$ cat src/gwm_pkg.sv
package gwm_pkg;

    // Default pattern storage depth in bytes
    localparam int PATTERN_CAPACITY_DEF = 64;

    // Wildcard bytes
    localparam logic [7:0] STAR_BYTE     = 8'h2A;
    localparam logic [7:0] QUESTION_BYTE = 8'h3F;

    // Request codes
    typedef enum logic [1:0] {
        REQ_CLEAR   = 2'd0,
        REQ_PATTERN = 2'd1,
        REQ_SUBJECT = 2'd2,
        REQ_END     = 2'd3
    } t_req;

    // Input beat
    typedef struct packed {
        logic [1:0] req_type;
        logic [7:0] char_value;
    } t_in;

    // Output beat
    typedef struct packed {
        logic matched;
        logic pattern_overflow;
    } t_out;

    // Broadcast control from the top level to every cell
    typedef struct packed {
        logic       restart;   // back to position zero only
        logic       step;      // advance on a subject byte
        logic       append;    // store a pattern byte (already gated by full)
        logic [7:0] char_value;
    } t_cell_ctl;

endpackage

$ cat src/gwm_cell.sv
module gwm_cell #(
    parameter int IDX = 0,
    parameter int LW  = 7
) (
    input  logic               i_clk,
    input  logic               i_rst_n,
    input  gwm_pkg::t_cell_ctl i_ctl,
    input  logic [LW-1:0]      i_len,
    input  logic               i_closed,   // this position after star closure
    input  logic               i_adv,      // advance handed in from position IDX-1
    output logic               o_active,   // stored bit, before closure
    output logic               o_star,     // position holds a live '*'
    output logic               o_adv       // advance handed to position IDX+1
);
    import gwm_pkg::*;

    localparam logic [LW-1:0] IDX_L = LW'(IDX);

    logic [7:0] r_byte;
    logic       r_active;
    logic       n_active;
    logic       w_used;
    logic       w_is_star;
    logic       w_hit;

    // Position decode and byte compare
    assign w_used    = IDX_L < i_len;
    assign w_is_star = r_byte == STAR_BYTE;
    assign w_hit     = (r_byte == QUESTION_BYTE) || (r_byte == i_ctl.char_value);

    assign o_star   = w_used && w_is_star;
    assign o_adv    = i_closed && w_used && !w_is_star && w_hit;
    assign o_active = r_active;

    // On a step: a closed star stays set, any cell takes the neighbor's advance
    always_comb begin
        n_active = r_active;
        if (i_ctl.restart) begin
            n_active = (IDX == 0);
        end else if (i_ctl.step) begin
            n_active = (i_closed && o_star) || i_adv;
        end
    end

    always_ff @(posedge i_clk) begin
        if (!i_rst_n) begin
            r_active <= (IDX == 0);
        end else begin
            r_active <= n_active;
        end
    end

    // Pattern byte store, written when this is the next free slot
    always_ff @(posedge i_clk) begin
        if (i_ctl.append && (i_len == IDX_L)) begin
            r_byte <= i_ctl.char_value;
        end
    end

endmodule

$ cat src/glob_wildcard_match.sv
// A result beat is registered when its end-of-subject beat is accepted and appears in the cycle after.
// Throughput: one beat per cycle of any kind; input stalls only while a result waits.
// The per-cycle path is the star closure, a carry chain across the whole cell row.
// Reset (synchronous, active low): empty pattern, overflow clear, position zero active,
// no result pending. Pattern bytes are not cleared.
module glob_wildcard_match #(
    parameter int PATTERN_CAPACITY = gwm_pkg::PATTERN_CAPACITY_DEF
) (
    input  logic         i_clk,
    input  logic         i_rst_n,
    input  logic         i_in_valid,
    output logic         o_in_ready,
    input  gwm_pkg::t_in i_in_data,
    output logic         o_out_valid,
    input  logic         i_out_ready,
    output gwm_pkg::t_out o_out_data
);
    import gwm_pkg::*;

    localparam int N  = PATTERN_CAPACITY;
    localparam int LW = $clog2(N + 1);

    logic [LW-1:0] r_len;
    logic [LW-1:0] n_len;
    logic          r_ovf;
    logic          n_ovf;
    logic          r_out_valid;
    t_out          r_out;

    logic          w_accept;
    logic          w_full;
    t_req          w_req;
    t_cell_ctl     w_ctl;

    logic [N:0]    w_act;
    logic [N:0]    w_star;
    logic [N:0]    w_sum;
    logic [N:0]    w_closed;
    logic [N+1:0]  w_adv;

    // Handshake: take a beat unless a result is stuck at the output
    assign o_in_ready = !r_out_valid || i_out_ready;
    assign w_accept   = i_in_valid && o_in_ready;
    assign w_full     = r_len == LW'(N);
    assign w_req      = t_req'(i_in_data.req_type);

    // Request decode
    always_comb begin
        w_ctl            = '0;
        w_ctl.char_value = i_in_data.char_value;
        n_len            = r_len;
        n_ovf            = r_ovf;
        if (w_accept) begin
            unique case (w_req)
                REQ_CLEAR: begin
                    w_ctl.restart = 1'b1;
                    n_len         = '0;
                    n_ovf         = 1'b0;
                end
                REQ_PATTERN: begin
                    if (w_full) begin
                        n_ovf = 1'b1;
                    end else begin
                        w_ctl.append = 1'b1;
                        n_len        = r_len + LW'(1);
                    end
                end
                REQ_SUBJECT: begin
                    w_ctl.step = 1'b1;
                end
                REQ_END: begin
                    w_ctl.restart = 1'b1;
                end
                default: begin
                end
            endcase
        end
    end

    // Star closure: a run of live stars passes an active bit through to the
    // position after the run, done as one carry chain
    assign w_sum    = (w_act & w_star) + w_star;
    assign w_closed = w_act | (w_sum ^ w_star);

    // Row of N+1 cells, one per position; the cell at the pattern length is the accept position
    assign w_adv[0] = 1'b0;

    for (genvar g = 0; g <= N; g++) begin : g_cell
        gwm_cell #(
            .IDX (g),
            .LW  (LW)
        ) u_cell (
            .i_clk    (i_clk),
            .i_rst_n  (i_rst_n),
            .i_ctl    (w_ctl),
            .i_len    (r_len),
            .i_closed (w_closed[g]),
            .i_adv    (w_adv[g]),
            .o_active (w_act[g]),
            .o_star   (w_star[g]),
            .o_adv    (w_adv[g+1])
        );
    end

    // Pattern length and overflow flag
    always_ff @(posedge i_clk) begin
        if (!i_rst_n) begin
            r_len <= '0;
            r_ovf <= 1'b0;
        end else begin
            r_len <= n_len;
            r_ovf <= n_ovf;
        end
    end

    // Output register
    always_ff @(posedge i_clk) begin
        if (!i_rst_n) begin
            r_out_valid <= 1'b0;
        end else if (w_accept && (w_req == REQ_END)) begin
            r_out_valid <= 1'b1;
        end else if (i_out_ready) begin
            r_out_valid <= 1'b0;
        end
    end

    always_ff @(posedge i_clk) begin
        if (w_accept && (w_req == REQ_END)) begin
            r_out.matched          <= w_closed[r_len];
            r_out.pattern_overflow <= r_ovf;
        end
    end

    assign o_out_valid = r_out_valid;
    assign o_out_data  = r_out;

endmodule

$ cat config.mk
export PLATFORM = sky130hd
export DESIGN_NAME = glob_wildcard_match
export DESIGN_NICKNAME = d
export VERILOG_FILES = /design/src/gwm_pkg.sv /design/src/gwm_cell.sv /design/src/glob_wildcard_match.sv
export SDC_FILE = /design/constraint.sdc
export NUM_CORES = 1
export LEC_CHECK = 0
export BUFFER_PORTS_ARGS = -buffer_cell sky130_fd_sc_hd__buf_2
export CAP_MARGIN = 40
export CORE_ASPECT_RATIO = 0.9
export CORE_UTILIZATION = 50
export CTS_CLUSTER_DIAMETER = 150
export DETAILED_ROUTE_END_ITERATION = 10
export MAX_ROUTING_LAYER = met4
export PLACE_DENSITY_LB_ADDON = 0.2
export SYNTH_ARGS = -nofsm -noshare
export SYNTH_HDL_FRONTEND = slang
export SYNTH_SLANG_ARGS = --single-unit
$ cat constraint.sdc
create_clock -name i_clk -period 4.6 [get_ports i_clk]
set_clock_uncertainty 0.2 [all_clocks]
set_input_delay 0.69 -clock i_clk [delete_from_list [all_inputs] [get_ports i_clk]]
set_output_delay 0.69 -clock i_clk [all_outputs]
set_load 0.05 [all_outputs]
---- After elaboration in Yosys (flattened, before gate mapping) ----
Index checks and enable logic that the tools add are counted.
operators by class
  add/sub/neg operators ................... 2
  $lt $le $gt $ge ......................... 66
  equal/unequal tests ..................... 262
  muxes and demuxes ....................... 13
  bitwise logic cells ..................... 4
  reduce and logical (&&, ||, !) cells .... 591
operator list
  cell                   number
  $eq A8 B6 Y1 const B   129
  $eq A8 B8 Y1           64
  $logic_and A1 B1 Y1    389
  $eq A7 B6 Y1 const B   32
  $lt A6 B7 Y1 const A   32
  $logic_or A1 B1 Y1     129
  $eq A7 B5 Y1 const B   16
  $lt A5 B7 Y1 const A   16
  $add A65 B65 Y65       1
  $and A65 B65 Y65       1
  $logic_not A1 Y1       65
  $or A65 B65 Y65        1
  $xor A65 B65 Y65       1
  $eq A7 B4 Y1 const B   8
  $lt A4 B7 Y1 const A   8
  $eq A7 B3 Y1 const B   4
  $lt A3 B7 Y1 const A   4
  $eq A7 B2 Y1 const B   2
  $lt A1 B7 Y1 const A   2
  $lt A2 B7 Y1 const A   2
  $pmux W7 S2            1
  $lt A7 B8 Y1 const B   1
  $mux W1                8
  $add A7 B1 Y7 const B  1
  other kinds (16)       21
word-level totals
  bits in registers ....................... 596
  input bits .............................. 14
  output and inout bits ................... 4
  logic and storage cells ................. 1073

---- Longest topological paths before layout ----
Gate-level depths: netlist (run 1).
  word-level depth ........................ 10
  depth in mapped cells ................... 20
  mapped depth without buffers ............ 17

---- Worst setup path before layout (run 1) ----
No wires, ideal clock.
  path kind ............................... register -> register
  start ................................... register r_len[1]
  end ..................................... register g_cell[37].u_cell.r_active
  setup time .............................. 91 ps
  data arrival time ....................... 4053 ps
  data required time ...................... 4309 ps
  setup slack ............................. 256 ps
  cell stages (with the launch flop) ...... 21
  path buffers ............................ 4
  clock period less this slack ............ 4344 ps
  cell sequence ........................... dfxtp_1 > buf_4 > buf_4 > buf_2 > clkbuf_1 > nor2_1 > a211o_1 > nor2_1 > ha_1 > a211o_1 > a21o_1 > a41oi_2 > o2111ai_1 > a21oi_1 > o41a_2 > nor4_4 > nor2_1 > a211o_1 > nand3_1 > a21oi_1 > a311oi_1
between the ends
  cells in the longest elaborated chain, start to end .. 10
  elaborated cells on any way between the ends .. 85
  classes of those cells .................. 1 x add/sub; 38 x order compare; 3 x bitwise; 43 x reduce/logical
ends and longest elaborated chain
  item                                  line                        source
  start: declaration                    glob_wildcard_match.sv:23   logic [LW-1:0] r_len;
  start signal: assignment              glob_wildcard_match.sv:111  r_len <= n_len;
  $lt A1 B7 Y1 (tied with other cells)  gwm_cell.sv:27              assign w_used = IDX_L < i_len;
  $logic_and A1 B1 Y1                   gwm_cell.sv:31              assign o_star = w_used && w_is_star;
  $and A65 B65 Y65                      glob_wildcard_match.sv:82   assign w_sum = (w_act & w_star) + w_star;
  $add A65 B65 Y65                      glob_wildcard_match.sv:82
  $xor A65 B65 Y65                      glob_wildcard_match.sv:83   assign w_closed = w_act | (w_sum ^ w_star);
  $or A65 B65 Y65                       glob_wildcard_match.sv:83
  $logic_and A1 B1 Y1 (3 in a row)      gwm_cell.sv:32              assign o_adv = i_closed && w_used && !w_is_star && w_hit;
  $logic_or A1 B1 Y1 (*)                gwm_cell.sv:41              n_active = (i_closed && o_star) || i_adv;
  end signal: assignment                gwm_cell.sv:47              r_active <= (IDX == 0);
  end signal: assignment                gwm_cell.sv:49              r_active <= n_active;
  end: declaration                      gwm_cell.sv:20              logic r_active;
Every way passes the cells marked *; elsewhere a longest branch is shown, timed or not.
A chain may end at the register's enable or synchronous reset.

---- Final worst setup path (run 1) ----
  start ................................... register r_len[4]
  end ..................................... register r_out (netlist bit o_out_data[1]) (data pin)
between the ends
  cells in the longest elaborated chain, start to end .. 8
  elaborated cells on any way between the ends .. 136
  classes of those cells .................. 1 x add/sub; 65 x order compare; 2 x mux; 3 x bitwise; 65 x reduce/logical
ends and longest elaborated chain
  item                                  line                        source
  $lt A1 B7 Y1 (tied with other cells)  gwm_cell.sv:27
  $logic_and A1 B1 Y1                   gwm_cell.sv:31
  $and A65 B65 Y65                      glob_wildcard_match.sv:82
  $add A65 B65 Y65                      glob_wildcard_match.sv:82
  $xor A65 B65 Y65                      glob_wildcard_match.sv:83
  $or A65 B65 Y65                       glob_wildcard_match.sv:83
  $bmux W1 S7 (*)                       glob_wildcard_match.sv:129  r_out.matched <= w_closed[r_len];
  $mux W1 (not written as such) (*)     glob_wildcard_match.sv:129
  end: declaration                      glob_wildcard_match.sv:28   t_out r_out;
Every way passes the cells marked *; elsewhere a longest branch is shown, timed or not. The select of a mux whose other input is x is not followed.

==> impl_metrics.yaml, run 1 <==
timing:
  worst_slack_ps: -72.5
  setup-violations-final: 1
  period_needed_ps: 4670
  period_share: 1.02
  relSlewSlack: 0.0417
  finalHoldViolations: 0
  drv_slew: 0
  worstMarginPinSlew_ps: 1400
  rsz0062_at_grt: "yes"
  hold_slack_ps: 220
  max_freq_mhz: 214
clocking:
  hold_buffers: 0
  clock_latency_ps: 650
  cts_tree: "yes"
  cts_buffer_depth: 3
  cts.sinks: 596
  cts_made_buffers: 66
  htreeDepth: 3
  cts_root_buffer: "clkbuf_16"
  clk_pin_slew_ps: 60
synthesis:
  ys_warn_count: 0
  async_flop_share: 0
  ys_seq_area_frac: 0.482
  synth_cell_types: 110
  synth_flop_cell: "edfxtp_1"
  synth-edff-count: 522
  synthCells: 3506
  synth_area_per_cell_um2: 10.1
  synthesis.area_um2: 35600
  ys_ff_latch: 596
setup_path:
  worst_setup_path_start_kind: "flip-flop"
  path_depth: 16
  crit_start: "r_len[4]$_SDFFE_PN0P_"
  critPathBufInv: 2
  cp_cell_sequence: "or4_4, buf_6, o2111a_1, or2_1, o311a_4, buf_6, a21o_4, a211o_4, o211ai_4, nand2_2, a211oi_2, o32a_1, nand3_1, o41a_1, nor4_1, nand3b_1"
  crit_fanout: 5
  slowest_stage: "or4_4"
  r2r-end: "o_out_data[1]$_DFFE_PP_"
  worst-r2r-cell-count: 16
  critical-path-top-delay-family: "compound AO/OA/AOI/OAI gates"
  cp_common_cell: "buf_6"
  r2r-start: "r_len[4]$_SDFFE_PN0P_"
  path_class: "reg2reg"
  cp.required_ps: 4780
  r2r_slack_ps: -70
  slowest_delay_ps: 570
  cp-end-kind: "flip-flop"
  crit_end: "o_out_data[1]$_DFFE_PP_"
  cp.arrival_ps: 4850
die:
  ios: 18
  die_w_um: 283
  coreArea_um2: 70200
  rows: 92
  die_y_um: 255
  die_area_um2: 72200
  start_util: 0.507
global_routing:
  gr-total-overflow: 0
  grt_start_max_net_pins: 59
  first_global_vias: 31900
  grt_first_pass_wirelength_um: 203000
  grt_use_total: 0.385
  grt_antenna_before_repair: 6
placement:
  gp_congestion: 1.06
  portBuffers: 17
  dp_hpwl_um: 103000
  place_inst: 5046
  dpl_cell_area_um2: 42000
detailed_routing:
  antenna_left: 0
  wire_per_inst_um: 26.7
  dr.pass1.iters: 6
  vias_per_cell: 6.42
  drc: 0
  drtIter0Drc: 3413
  wirelength_um: 139000
  num_vias: 33400
power:
  pwr_density_cell_nw_per_um2: 261
  leakage_nw: 15.3
  peakVddDrop_mv: 0.394
run_status:
  outcome: "finished, violations left"
  violations: "negative setup slack"
flow_run:
  cap_violations: 0
finish:
  syn_to_final_growth_pct: 28.6
  instances_no_fill: 5197
  final_nets: 4228
  final_layout_size_suffix_gt1_frac: 0.268
  design_area_um2: 45800
hold_path:
  hold_path.class: "in2reg"
[state kept, by name (all words and copies together) (netlist names)]
register and count:
g_cell.u_cell.r_byte 520, g_cell.u_cell.o_active 65, r_len 7, o_out_data 2, o_out_valid 1, r_ovf 1
[synthesized netlist by cell type, types with 12 or more instances]
library cell / instances / area, um^2
nand4_1: 131 / 820
a21oi_1: 169 / 846
nand2b_1: 32 / 200
and2_1: 20 / 125
o22ai_1: 18 / 113
or2_2: 26 / 163
nor4b_1: 12 / 105
dfxtp_1: 74 / 1480
buf_1: 33 / 124
o31ai_1: 20 / 150
xnor2_1: 298 / 2610
a211oi_1: 40 / 300
nor2_1: 375 / 1410
o2111ai_1: 14 / 123
or4_1: 39 / 293
inv_1: 45 / 169
a311oi_1: 34 / 298
nor4_1: 134 / 838
o41ai_1: 19 / 166
clkbuf_1: 100 / 375
o21ai_0: 103 / 515
xor2_1: 218 / 1910
o21bai_1: 14 / 105
nand3_1: 102 / 510
buf_2: 26 / 130
nand4b_1: 13 / 114
a21o_1: 27 / 203
nand2_1: 217 / 815
and3_1: 30 / 188
a31oi_1: 40 / 250
nor3_1: 152 / 761
edfxtp_1: 522 / 15700
or3_1: 58 / 363
a211o_1: 24 / 210
o211ai_1: 26 / 195
[layer usage]
metal / vias up / track usage / share of wire
met5: - / - / 0
li1: 14800 / - / -
met1: 16600 / 0.539 / 0.44
met2: 1650 / 0.559 / 0.43
met4: 0 / 0.139 / 0.036
met3: 267 / 0.0681 / 0.095
[worst reg2reg max path, cell delays in order, from the launching register on]
cell	delay, ps
dfxtp_4	360
or4_4	570
buf_6	140
o2111a_1	260
or2_1	240
o311a_4	150
buf_6	150
a21o_4	210
a211o_4	390
o211ai_4	220
nand2_2	90
a211oi_2	310
o32a_1	260
nand3_1	90
o41a_1	410
nor4_1	270
nand3b_1	100
[worst min path at each step]
stage                             from                  endpoint  slack [ps]  cells past startpoint
finish                         i_rst_n  o_out_valid$_SDFFE_PN0P_         220                      2
global route                   i_rst_n  o_out_valid$_SDFFE_PN0P_         200                      2
CTS                            i_rst_n     r_len[0]$_SDFFE_PN0P_         180                      2
detailed placement  r_ovf$_SDFFE_PN0P_   o_out_data[0]$_DFFE_PP_         220                      0
global placement    r_ovf$_SDFFE_PN0P_   o_out_data[0]$_DFFE_PP_         220                      0
floorplan           r_ovf$_SDFFE_PN0P_   o_out_data[0]$_DFFE_PP_         210                      0
[layout by cell type, fill, tap and decap left out, drive strengths merged, types with 28 or more instances in the layout]
master,n
a211oi,44
a21oi,171
a311oi,34
a31oi,40
and3,30
buf,792
clkbuf,81
dfxtp,74
edfxtp,522
inv,50
nand2,217
nand2b,32
nand3,105
nand4,132
nor2,377
nor3,153
nor4,140
o21ai,112
or2,28
or3,58
or4,43
xnor2,298
xor2,218
[kinds of logic (layout without fill, tap and decap cells)]
family / count (synthesis) / after routing / share of synthesized area
buffers and inverters: 215 / 953 / 0.0247
DFF: 596 / 596 / 0.482
xor gates and xnor gates: 516 / 516 / 0.127
adders and majority gates: 9 / 9 / 0.00317
other: 1 / 14 / 0.000105
AOI/OAI and AO/OA: 727 / 727 / 0.147
and+or+nand+nor: 1442 / 1442 / 0.215
[cell type report]
cell class	instances	area (um^2)
clock inverters	33	392
clock buffers	81	1740
repair buffers	792	6310
flip-flops and latches	596	17200
multi-input cells	2702	18800
well taps	940	1180
fillers	5616	24500
inverters	47	176
diodes	6	15.0
[what timing repair did]
item                       CTS  global route
setup buffers                6            23
hold endpoints to repair     0             0
gates resized for setup     70           183
cloned                       0             1
pin swaps                   20            68
setup endpoints to repair   24            30
[metrics by stage]
stage / setup slack, ps / util / setup TNS [ps] / total power [mW]
after floorplan: 256 / - / 0 / 6.42
after global placement: -465 / 0.598 / -2900 / 6.75
after detailed placement: -506 / 0.599 / -4130 / 6.77
after CTS: -51.4 / 0.635 / -111 / 12.0
after global routing: -132 / 0.652 / -191 / 12.2
final: -72.5 / 0.652 / -72.5 / 11.9
[where the power goes]
group | leakage, nW | internal, mW | switching (mW)
clock network | 1.01 | 2.92 | 2.32
registers | 5.30 | 5.89 | 0.0263
logic | 9.04 | 0.272 | 0.494
Note: power is estimated with default switching activity, not from simulation.
==> run 2, diff against run 1 <==
- CELL_PAD_IN_SITES_DETAIL_PLACEMENT: unset -> 1
- CELL_PAD_IN_SITES_GLOBAL_PLACEMENT: unset -> 1
- CORE_UTILIZATION: 50 -> 47
- REMOVE_ABC_BUFFERS: unset -> 1
==> impl_metrics.yaml, run 2 (synthesized netlist as in run 1, its figures left out) <==
timing:
  worst_slack_ps: -182
  period_share: 1.04
  max_freq_mhz: 209
  hold_slack_ps: 210
  setup_tns_ps: -473
  worstMarginPinSlew_ps: 975
  drv_slew: 0
  rsz0062_at_grt: "yes"
  relSlewSlack: 0.346
  finalHoldViolations: 0
  period_needed_ps: 4780
  setup-violations-final: 7
hold_path:
  hold_end: "r_len[0]$_SDFFE_PN0P_"
  hp-start: "i_rst_n"
  hold_depth: 2
  hold_path.class: "in2reg"
clocking:
  cts_tree: "yes"
  htreeDepth: 3
  cts.sinks: 596
  clock_latency_ps: 650
  cts_root_buffer: "clkbuf_16"
  cts_buffer_depth: 3
  cts_made_buffers: 66
  clk_pin_slew_ps: 70
die:
  start_util: 0.476
  die_area_um2: 76800
  coreArea_um2: 74800
  rows: 95
  ios: 18
  die_y_um: 263
  die_w_um: 292
run_status:
  outcome: "finished, violations left"
  violations: "negative setup slack"
setup_path:
  path_class: "reg2reg"
  cp-end-kind: "flip-flop"
  worst_setup_path_start_kind: "flip-flop"
  cp.arrival_ps: 4960
  crit_fanout: 4
  r2r-start: "r_len[4]$_SDFFE_PN0P_"
  r2r_slack_ps: -180
  cp.required_ps: 4780
  worst-r2r-cell-count: 19
  r2r-end: "o_out_data[1]$_DFFE_PP_"
global_routing:
  grt_start_max_net_pins: 47
  grt_use_met1: 0.577
  gr-total-overflow: 0
  grt_most_used_layer: "met2"
  grt_util_met2: 0.652
  grt_use_total: 0.427
  met3_usage: 0.0608
  grt_first_pass_wirelength_um: 239000
  grt_antenna_before_repair: 5
  first_global_vias: 35900
placement:
  gp_congestion: 1.06
  portBuffers: 17
  dp_hpwl_um: 118000
flow_run:
  cap_violations: 0
finish:
  top_register: "g_cell.u_cell.r_byte"
  layout_common_cells: "buf_4 (763), edfxtp_1 (522), nor2_1 (370)"
  syn_to_final_growth_pct: 28.9
  final_common_cell: "buf_4"
  largest_reg_flops: 520
  utilization: 0.613
  final_nets: 4254
  final_layout_size_suffix_gt1_frac: 0.272
detailed_routing:
  vias_per_cell: 6.64
  wirelength_um: 162000
  antenna_left: 0
  dr.pass1.iters: 6
  num_vias: 34900
  drc: 0
  drtIter0Drc: 3659
  wire_per_inst_um: 30.9
power:
  pwr_density_cell_nw_per_um2: 264
  totalPowerFinal_mw: 12.1
  peakVddDrop_mv: 0.360
  leakage_nw: 15.5
## run 2: worst max-delay path by stage
stage,slack [ps],cells past startpoint,from,endpoint
after detailed placement,-580,17,r_len[4]$_SDFFE_PN0P_,g_cell[49].u_cell.o_active$_SDFFE_PP0P_
after global placement,-500,16,g_cell[7].u_cell.r_byte[2]$_DFFE_PP_,g_cell[54].u_cell.o_active$_SDFFE_PP0P_
after global routing,-260,18,r_len[4]$_SDFFE_PN0P_,o_out_data[1]$_DFFE_PP_
after CTS,-100,17,r_len[4]$_SDFFE_PN0P_,o_out_data[1]$_DFFE_PP_
final,-180,19,r_len[4]$_SDFFE_PN0P_,o_out_data[1]$_DFFE_PP_
after floorplan,-810,4,i_out_ready,g_cell[54].u_cell.o_active$_SDFFE_PP0P_
## run 2: area by class of cell
class                      count  area, um^2
multi-input combinational   2702       18600
antenna                        3        7.51
clock inverter                28         317
inverter                      47         176
fill                        8012       28900
clock buffer                  91        1830
tap                          970        1210
timing repair buffer         818        6500
sequential                   596       17200
## run 2: repair_timing
action / CTS / global route
gates cloned: 0 / 0
endpoints found under the setup margin: 32 / 30
hold buffers: 0 / 0
pin swaps: 49 / 32
resized for setup: 152 / 75
setup buffers: 23 / 9
## run 2: power breakdown
| part | switching (mW) | leakage, nW | internal, mW |
|---|---|---|---|
| registers | 0.0260 | 5.30 | 5.89 |
| clock network | 2.45 | 1.04 | 2.95 |
| logic | 0.532 | 9.15 | 0.266 |
| total | 3.00 | 15.5 | 9.11 |
## run 2: layer usage
metal | share of wire | vias up
li1 | - | 14900
met1 | 0.42 | 17700
met2 | 0.46 | 1932
met3 | 0.081 | 396
met4 | 0.038 | 0
met5 | 0 | -
## run 2: stage by stage
| step | setup slack, ps | cell area (um^2) | std cells |
|---|---|---|---|
| after CTS | -104 | 45400 | 5243 |
| after floorplan | -811 | 34900 | 3345 |
| after detailed placement | -584 | 42300 | 5101 |
| after global placement | -501 | 42200 | 5098 |
| after global routing | -260 | 45800 | 5255 |
| final | -182 | 45800 | 5255 |
## run 2: critical path, cell delays in order (launching register included)
cell and delay (ps):
dfxtp_4 360, or4_4 560, buf_8 150, o2111a_1 270, a211o_1 340, a21o_1 270, a41oi_2 220, buf_4 170
nor3_4 50, buf_6 120, o211ai_1 400, nand2_2 150, buf_6 160, a21oi_4 150, o21ai_2 80, buf_4 150
o211ai_1 150, nand4_1 130, nor4_1 310, nand3b_1 140
